**config.mk**
```make
export PLATFORM = sky130hd
export DESIGN_NAME = wpp_divider
export DESIGN_NICKNAME = d
export VERILOG_FILES = /design/src/rtl/core/wpp_pkg.sv /design/src/rtl/core/wpp_divider.sv
export SDC_FILE = /design/constraint.sdc
export NUM_CORES = 2
export LEC_CHECK = 0
export BUFFER_PORTS_ARGS = -buffer_cell sky130_fd_sc_hd__buf_2
export CORE_MARGIN = 8
export CORE_UTILIZATION = 50
export CTS_BUF_LIST = sky130_fd_sc_hd__clkbuf_8
export CTS_CLUSTER_SIZE = 25
export DETAILED_ROUTE_END_ITERATION = 6
export PLACE_DENSITY_LB_ADDON = 0.3
export SLEW_MARGIN = 20
export SYNTH_ARGS = -nofsm -noshare
export SYNTH_HDL_FRONTEND = slang
export SYNTH_SLANG_ARGS = --single-unit
export TNS_END_PERCENT = 10
```
**constraint.sdc**
```tcl
create_clock -name clk -period 5.6 [get_ports clk]
set_clock_uncertainty 0.2 [all_clocks]
set_input_delay 0.56 -clock clk [delete_from_list [all_inputs] [get_ports clk]]
set_output_delay 0.56 -clock clk [all_outputs]
set_load 0.02 [all_outputs]
```
**src/rtl/core/wpp_pkg.sv**
```systemverilog
`timescale 1ns / 1ps
// -----------------------------------------------------------------------------
// wpp_pkg
// Shared types, register indexes and the quaternion-to-matrix function.
// -----------------------------------------------------------------------------
package wpp_pkg;

	// pipeline depth: input stage 1 to output register
	localparam int NUM_STAGES = 35;
	// quotient bits resolved by the dividers, one per stage
	localparam int DIV_BITS   = 26;

	// configuration register indexes
	localparam logic [2:0] REG_FOCAL_X = 3'd0;
	localparam logic [2:0] REG_FOCAL_Y = 3'd1;
	localparam logic [2:0] REG_CENTER_X = 3'd2;
	localparam logic [2:0] REG_CENTER_Y = 3'd3;
	localparam logic [2:0] REG_EXT_QUAT = 3'd4;
	localparam logic [2:0] REG_EXT_TX = 3'd5;
	localparam logic [2:0] REG_EXT_TY = 3'd6;
	localparam logic [2:0] REG_EXT_TZ = 3'd7;

	localparam logic [63:0] EXT_QUAT_RESET = 64'h4000_0000_0000_0000;

	localparam logic signed [34:0] ONE_Q28 = 35'sd268435456;
	localparam logic signed [34:0] HALF_Q12 = 35'sd2048;

	typedef logic signed [21:0] mat_elem_t;
	typedef mat_elem_t mat_t [0:8];
	typedef logic signed [39:0] body_t;
	typedef logic signed [31:0] coord_t;

	typedef struct packed {
		logic neg;
		logic ovf;
	} div_flag_t;

	// Row-major rotation matrix in Q16 from a Q2.14 quaternion, round half up.
	function automatic mat_t quat_mat(input logic signed [15:0] w, input logic signed [15:0] x,
		input logic signed [15:0] y, input logic signed [15:0] z);
		logic signed [31:0] xx, yy, zz, xy, xz, yz, wx, wy, wz;
		logic signed [34:0] r [0:8];
		mat_t m;
		xx = x * x;
		yy = y * y;
		zz = z * z;
		xy = x * y;
		xz = x * z;
		yz = y * z;
		wx = w * x;
		wy = w * y;
		wz = w * z;
		r[0] = ONE_Q28 - ((35'(yy) + 35'(zz)) <<< 1);
		r[1] = (35'(xy) - 35'(wz)) <<< 1;
		r[2] = (35'(xz) + 35'(wy)) <<< 1;
		r[3] = (35'(xy) + 35'(wz)) <<< 1;
		r[4] = ONE_Q28 - ((35'(xx) + 35'(zz)) <<< 1);
		r[5] = (35'(yz) - 35'(wx)) <<< 1;
		r[6] = (35'(xz) - 35'(wy)) <<< 1;
		r[7] = (35'(yz) + 35'(wx)) <<< 1;
		r[8] = ONE_Q28 - ((35'(xx) + 35'(yy)) <<< 1);
		for (int i = 0; i < 9; i++) begin
			m[i] = 22'((r[i] + HALF_Q12) >>> 12);
		end
		return m;
	endfunction

endpackage

```
**src/rtl/core/wpp_divider.sv**
```systemverilog
`timescale 1ns / 1ps
// -----------------------------------------------------------------------------
// wpp_divider
// Pipelined restoring divider: |num| / den, one quotient bit per stage.
// -----------------------------------------------------------------------------
module wpp_divider (
	input  logic                          clk,
	input  logic [wpp_pkg::DIV_BITS:0]    ld,
	input  logic signed [56:0]            num,
	input  logic signed [31:0]            den,
	output logic [wpp_pkg::DIV_BITS-1:0]  quo,
	output wpp_pkg::div_flag_t            flg
);

	localparam int NB = wpp_pkg::DIV_BITS;

	logic [31:0]          rem_s [0:NB];
	logic [NB-1:0]        wk_s [0:NB];
	logic [31:0]          den_s [0:NB];
	wpp_pkg::div_flag_t   flg_s [0:NB];
	logic signed [56:0]   ab;
	logic [55:0]          mag;

	// entry stage: magnitude, overflow test against den * 2^NB
	always_comb begin
		ab  = num[56] ? -num : num;
		mag = ab[55:0];
	end

	always_ff @(posedge clk) begin
		if (ld[0]) begin
			rem_s[0]     <= 32'(mag[55:NB]);
			wk_s[0]      <= mag[NB-1:0];
			den_s[0]     <= den;
			flg_s[0].neg <= num[56];
			flg_s[0].ovf <= 58'(mag) >= {den, NB'(0)};
		end
	end

	for (genvar j = 1; j <= NB; j++) begin : g_step
		logic [32:0] pre;
		logic [32:0] dif;
		logic        qb;

		always_comb begin
			pre = {rem_s[j-1], wk_s[j-1][NB-1]};
			dif = pre - 33'(den_s[j-1]);
			qb  = pre >= 33'(den_s[j-1]);
		end

		always_ff @(posedge clk) begin
			if (ld[j]) begin
				rem_s[j] <= qb ? dif[31:0] : pre[31:0];
				wk_s[j]  <= {wk_s[j-1][NB-2:0], qb};
				den_s[j] <= den_s[j-1];
				flg_s[j] <= flg_s[j-1];
			end
		end
	end

	assign quo = wk_s[NB];
	assign flg = flg_s[NB];

endmodule

```
### Word level (Yosys, flattened, before mapping)

Memories as Yosys holds them, arrays and structs flattened.
Index checks and enable logic that the tools add are counted.

* bits in registers: 0
* memory bits (writable): 2484
* bits of input ports: 117
* output and inout port bits: 28
* logic and storage cells: 139
* memories kept: 4

Memory list
* den_s: depth 27, bits a word 32, rd ports 26, clocked after memory_dff 0, wr ports 27, RTL line wpp_divider.sv:19 `logic [31:0] den_s [0:NB];`
* rem_s: depth 27, bits a word 32, rd ports 26, clocked after memory_dff 0, wr ports 27, RTL line wpp_divider.sv:17 `logic [31:0] rem_s [0:NB];`
* wk_s: depth 27, bits a word 26, rd ports 27, clocked after memory_dff 0, wr ports 27, RTL line wpp_divider.sv:18 `logic [NB-1:0] wk_s [0:NB];`
* flg_s: depth 27, bits a word 2, rd ports 27, clocked after memory_dff 0, wr ports 27, RTL line wpp_divider.sv:20 `wpp_pkg::div_flag_t flg_s [0:NB];`

* add/sub/neg operators: 27
* magnitude comparators: 27
* multiplexer cells: 81

Operators by type and width (count)
* 33-bit by 32-bit greater-or-equal comparator with 1-bit output: 26
* 32-bit two-way mux: 26
* 32-bit subtractor: 26
* 56-bit by 58-bit greater-or-equal comparator with 1-bit output: 1
* 56-bit two-way mux: 1
* 56-bit negation: 1
* 1-bit two-way mux: 54

### Longest topological paths before layout

* word-level depth: 3
* mapped depth: 24

### Worst setup path after synthesis

OpenSTA, ideal clock, no wires.

* kind: input port to flip-flop
* start point: in num[14]
* end point: mem flg_s[0][0] (netlist name) (data pin)
* arrival time: 5.670 ns
* path slack: -0.428 ns
* stages: 23
* buffers on the path: 0
* cell sequence: or4_4 -> nor3_2 -> nand3_1 -> or4_4 -> or2_4 -> or3_4 -> or4_4 -> or3_4 -> or3_4 -> o31ai_4 -> xnor2_1 -> ha_1 -> nand4_1 -> nor4_1 -> nand2_1 -> nor4_1 -> nand2b_1 -> nor4_1 -> nand2_1 -> or3_1 -> nor4_1 -> a21oi_1 -> o211ai_1

RTL lines
* from (decl): RTL line wpp_divider.sv:9 `input logic signed [56:0] num,`
* to (decl): RTL line wpp_divider.sv:20

==> reports/results.txt <==
mapped cell area: 0.1257 sq mm
clk slew on worst S/H paths: 0.06 ns
crit path launch: num[3]
Worst VDD drop: 0.2914 mV
global-route wire length before repair: 475.7 mm
Routed WL per cell: 21.22 um
Clk Latency, worst-skew pair: 1.07 ns
Hold Slack: 0.1325 ns
chip height: 517.5 um
Fill cells: 20629
status: complete, but fails checks
R2R Setup Slk: 0.70 ns
WP data required: 6.28 ns
vias in the first global route: 81446
via count: 82953
CP max-delay cell: dlygate4sd3_1
CTS root buf: clkbuf_8
Slew Limit Fails: 0
Final GP Congestion: 0.9395
DP Worst Slack: -1.330 ns
Post-route DRC: 12
cell family with most CP delay: simple AND/OR/NAND/NOR gates
Startpoint Class: input pin
unrepaired setup endpoints after global routing: true
Final Hold Viols: 0
drt first pass iters: 7
Max-slew headroom: 29.25%
largest net degree at the start of global routing: 69
Max Freq: 177.4 MHz
cell count after synthesis: 10398
max cap viols: 0
Tcrit/Tclk final: 100.6%
PwrDens: 553.8 mW/mm^2
CP Class: input pin to flip-flop
Post-DP HPWL: 234.0 mm
Sink Count: 2418
Critical Path End: flg_s[0][0]$_DFFE_PP_
Core Box Area: 0.2507 sq mm
Worst Path Buf+Inv: 3
I/O pin cnt: 145
post-route worst setup slack: -0.03605 ns
register area share after synthesis: 57.75%
final WL: 313.5 mm
CTS tree: yes
Yosys cell types: 85
CTS max path bufs: 4
FF-to-FF path depth: 13
share of cells above drive strength 1: 11.16%
Worst Path Max Fanout: 5
area grow syn2layout: 12.38%
count of final setup violators: 1
Initial DRC Count: 7043
H-tree depth: 5
asr flop ratio synth: 0%
critical path depth: 25
PortBufs: 144
synthesized net count: 11402
Slew @ Worst Pin: 1.061 ns
gr ovfl total: 0
Synth Area per Inst: 12.09 sq um
worst path arrival time: 6.32 ns
Num CTS Buffers: 405
RR Startpoint: den_s[2][33]$_DFFE_PP_
YS warnings: 0
P_leak: 57.89 nW
initial antenna violation count: 12
row count: 184
Die X-Extent: 517.5 um
setup_tns: -0.03605 ns
ys flop type: edfxtp_1
r2r endpoint: rem_s[1][67]$_DFFE_PP_
All-Layer GR Usage: 22.68%
die area: 0.2678 sq mm
Tmin final: 5.636 ns
Worst setup EP type: flip-flop
nets: 12077
Post-synth EDFFs: 2418
drt via density: 5.616
#FFs+latches synth: 2418
failing checks: design-rule violations, negative setup slack
Hold/Removal Path Class: input pin to flip-flop
Max stage delay on crit path: 0.54 ns
number of antenna-violating nets in the routed design: 0
Starting Density: 50.15%
-- metal layers --
metal	vias to the layer above	routed length [um]	track usage, %
li1	39755	-	-
met1	40244	139600	31.51
met2	2381	146900	37.30
met3	569	17420	3.168
met4	4	9550	6.775
met5	-	27	0
-- through the flow --
| stage | power [mW] | area, sq um | util, % | cells |
|---|---|---|---|---|
| 6_report | 78.25 | 141300 | 56.36 | 14770 |
| 5_1_grt | 83.49 | 141300 | 56.36 | 14768 |
| 4_1_cts | 78.55 | 141200 | 56.32 | 14760 |
| 3_5_place_dp | 62.21 | 131400 | 52.40 | 13841 |
| 3_3_place_gp | 61.60 | 131400 | 52.40 | 13841 |
| 2_1_floorplan | 52.99 | 125700 | - | 10398 |
-- cell type report --
| cell class | count | area (sq um) | area share [%] |
|---|---|---|---|
| sequential | 2418 | 72610 | 51.39 |
| multi-input combinational | 6677 | 48510 | 34.33 |
| clock buffer | 406 | 5588 | 3.955 |
| tap | 3348 | 4189 | 2.965 |
| inverter | 1100 | 4129 | 2.922 |
| timing repair buffer | 471 | 3746 | 2.651 |
| clock inverter | 341 | 2504 | 1.772 |
| antenna | 9 | 22.52 | 0.01594 |
-- where the power goes --
group	switching, mW	internal (mW)
clock network	7.43	8.31
registers	2.70	26.1
logic	18.9	14.8
total	29.1	49.2
-- synth_stat cells (all sizes together) (26+ instances only) --
cell type,number,area [sq um]
edfxtp,2418,72610
mux2i,33,330.3
a21boi,42,315.3
or2,32,202.7
nor4,38,244.0
or3,47,309.0
o21a,110,825.8
xnor2,450,3941
o31ai,73,576.8
nor2,535,2008
o21ai,649,3248
a21o,447,3356
and3,72,450.4
xor2,280,2452
nand4,131,819.5
mux2,327,3682
nand2,601,2256
and2,35,219.0
nor3,101,510.5
ha,862,10790
a21oi,779,3899
clkbuf,193,724.4
nand3,123,615.6
inv,1100,4129
o21bai,101,758.2
nand2b,133,832.1
a211oi,50,375.4
a211o,34,297.8
o211ai,26,195.2
a31oi,76,475.5
nor2b,145,907.1
-- cells by family (layout without fill, tap and decap cells) --
family          Yosys count  after routing  synth area share (%)
simple gates           2074           2074                 7.990
mux                     360            360                 3.191
xor+xnor                730            730                 5.085
buf+inv                1303           2318                 3.892
fa+ha+maj               887            887                 8.976
compound gates         2626           2626                 13.12
flops                  2418           2418                 57.75
other cells               0              9                     0
-- worst min path at each step --
stage,startpoint,end,slack (ns),cells past startpoint
after floorplan,flg_s[0][0]$_DFFE_PP_,flg_s[0][2]$_DFFE_PP_,0.20,0
after global placement,wk_s[23][4]$_DFFE_PP_,wk_s[24][5]$_DFFE_PP_,0.20,0
after detailed placement,flg_s[0][1]$_DFFE_PP_,flg_s[0][3]$_DFFE_PP_,0.20,0
after CTS,den[21],den_s[0][21]$_DFFE_PP_,0.001,2
after global routing,den[21],den_s[0][21]$_DFFE_PP_,0.04,2
final,num[20],wk_s[0][22]$_DFFE_PP_,0.13,5
-- worst register-to-register path: cells and delay by family, from the launching register on --
family	cells	cell delay, ns
AO/OA/AOI/OAI	7	2.30
AND/OR/NAND/NOR	2	0.76
buffers and inverters	2	0.42
flip-flops	1	0.40
adder cells (fa/ha/maj)	1	0.29
multiplexers	1	0.28
-- flip-flops by register name, indices dropped and copies added, names as in the netlist --
| register | count |
|---|---|
| rem_s | 830 |
| wk_s | 702 |
| flg_s | 54 |
| den_s | 832 |
-- cells in the final DEF, fill, tap and decap left out, types with 35 or more instances in the layout --
cell type      Yosys  routed
a211oi_1          50      49
a21boi_0          41      41
a21o_1           447     447
a21oi_1          779     776
a31oi_1           76      71
and2_1            35      35
and3_1            72      72
buf_2              2     118
buf_4              0     175
clkbuf_8           0     406
clkinv_1           0     100
clkinv_2           0      74
dlygate4sd3_1      0     172
edfxtp_1        2418    2418
ha_1             862     862
inv_1           1100    1198
mux2_2           326     326
nand2_1          601     601
nand2b_1         133     133
nand3_1          123     122
nand4_1          131     131
nor2_1           535     535
nor2b_1          145     145
nor3_1           100      99
o21a_1           110     110
o21ai_0          643     642
o21bai_1         101     101
o31ai_1           69      69
or3_1             44      41
xnor2_1          450     449
xor2_1           280     280
-- timing repair --
| action | 4_1_cts | 5_1_grt |
|---|---|---|
| endpoints found under the hold margin | 1266 | 0 |
| hold buffers | 172 | 0 |
| resized for setup | 3 | 11 |
| buffers inserted | 0 | 1 |
| pin swaps | 1 | 2 |
| cloned | 0 | 0 |
| setup endpoints to repair | 1 | 1 |
No activity file was read; power rests on OpenSTA's default activity.
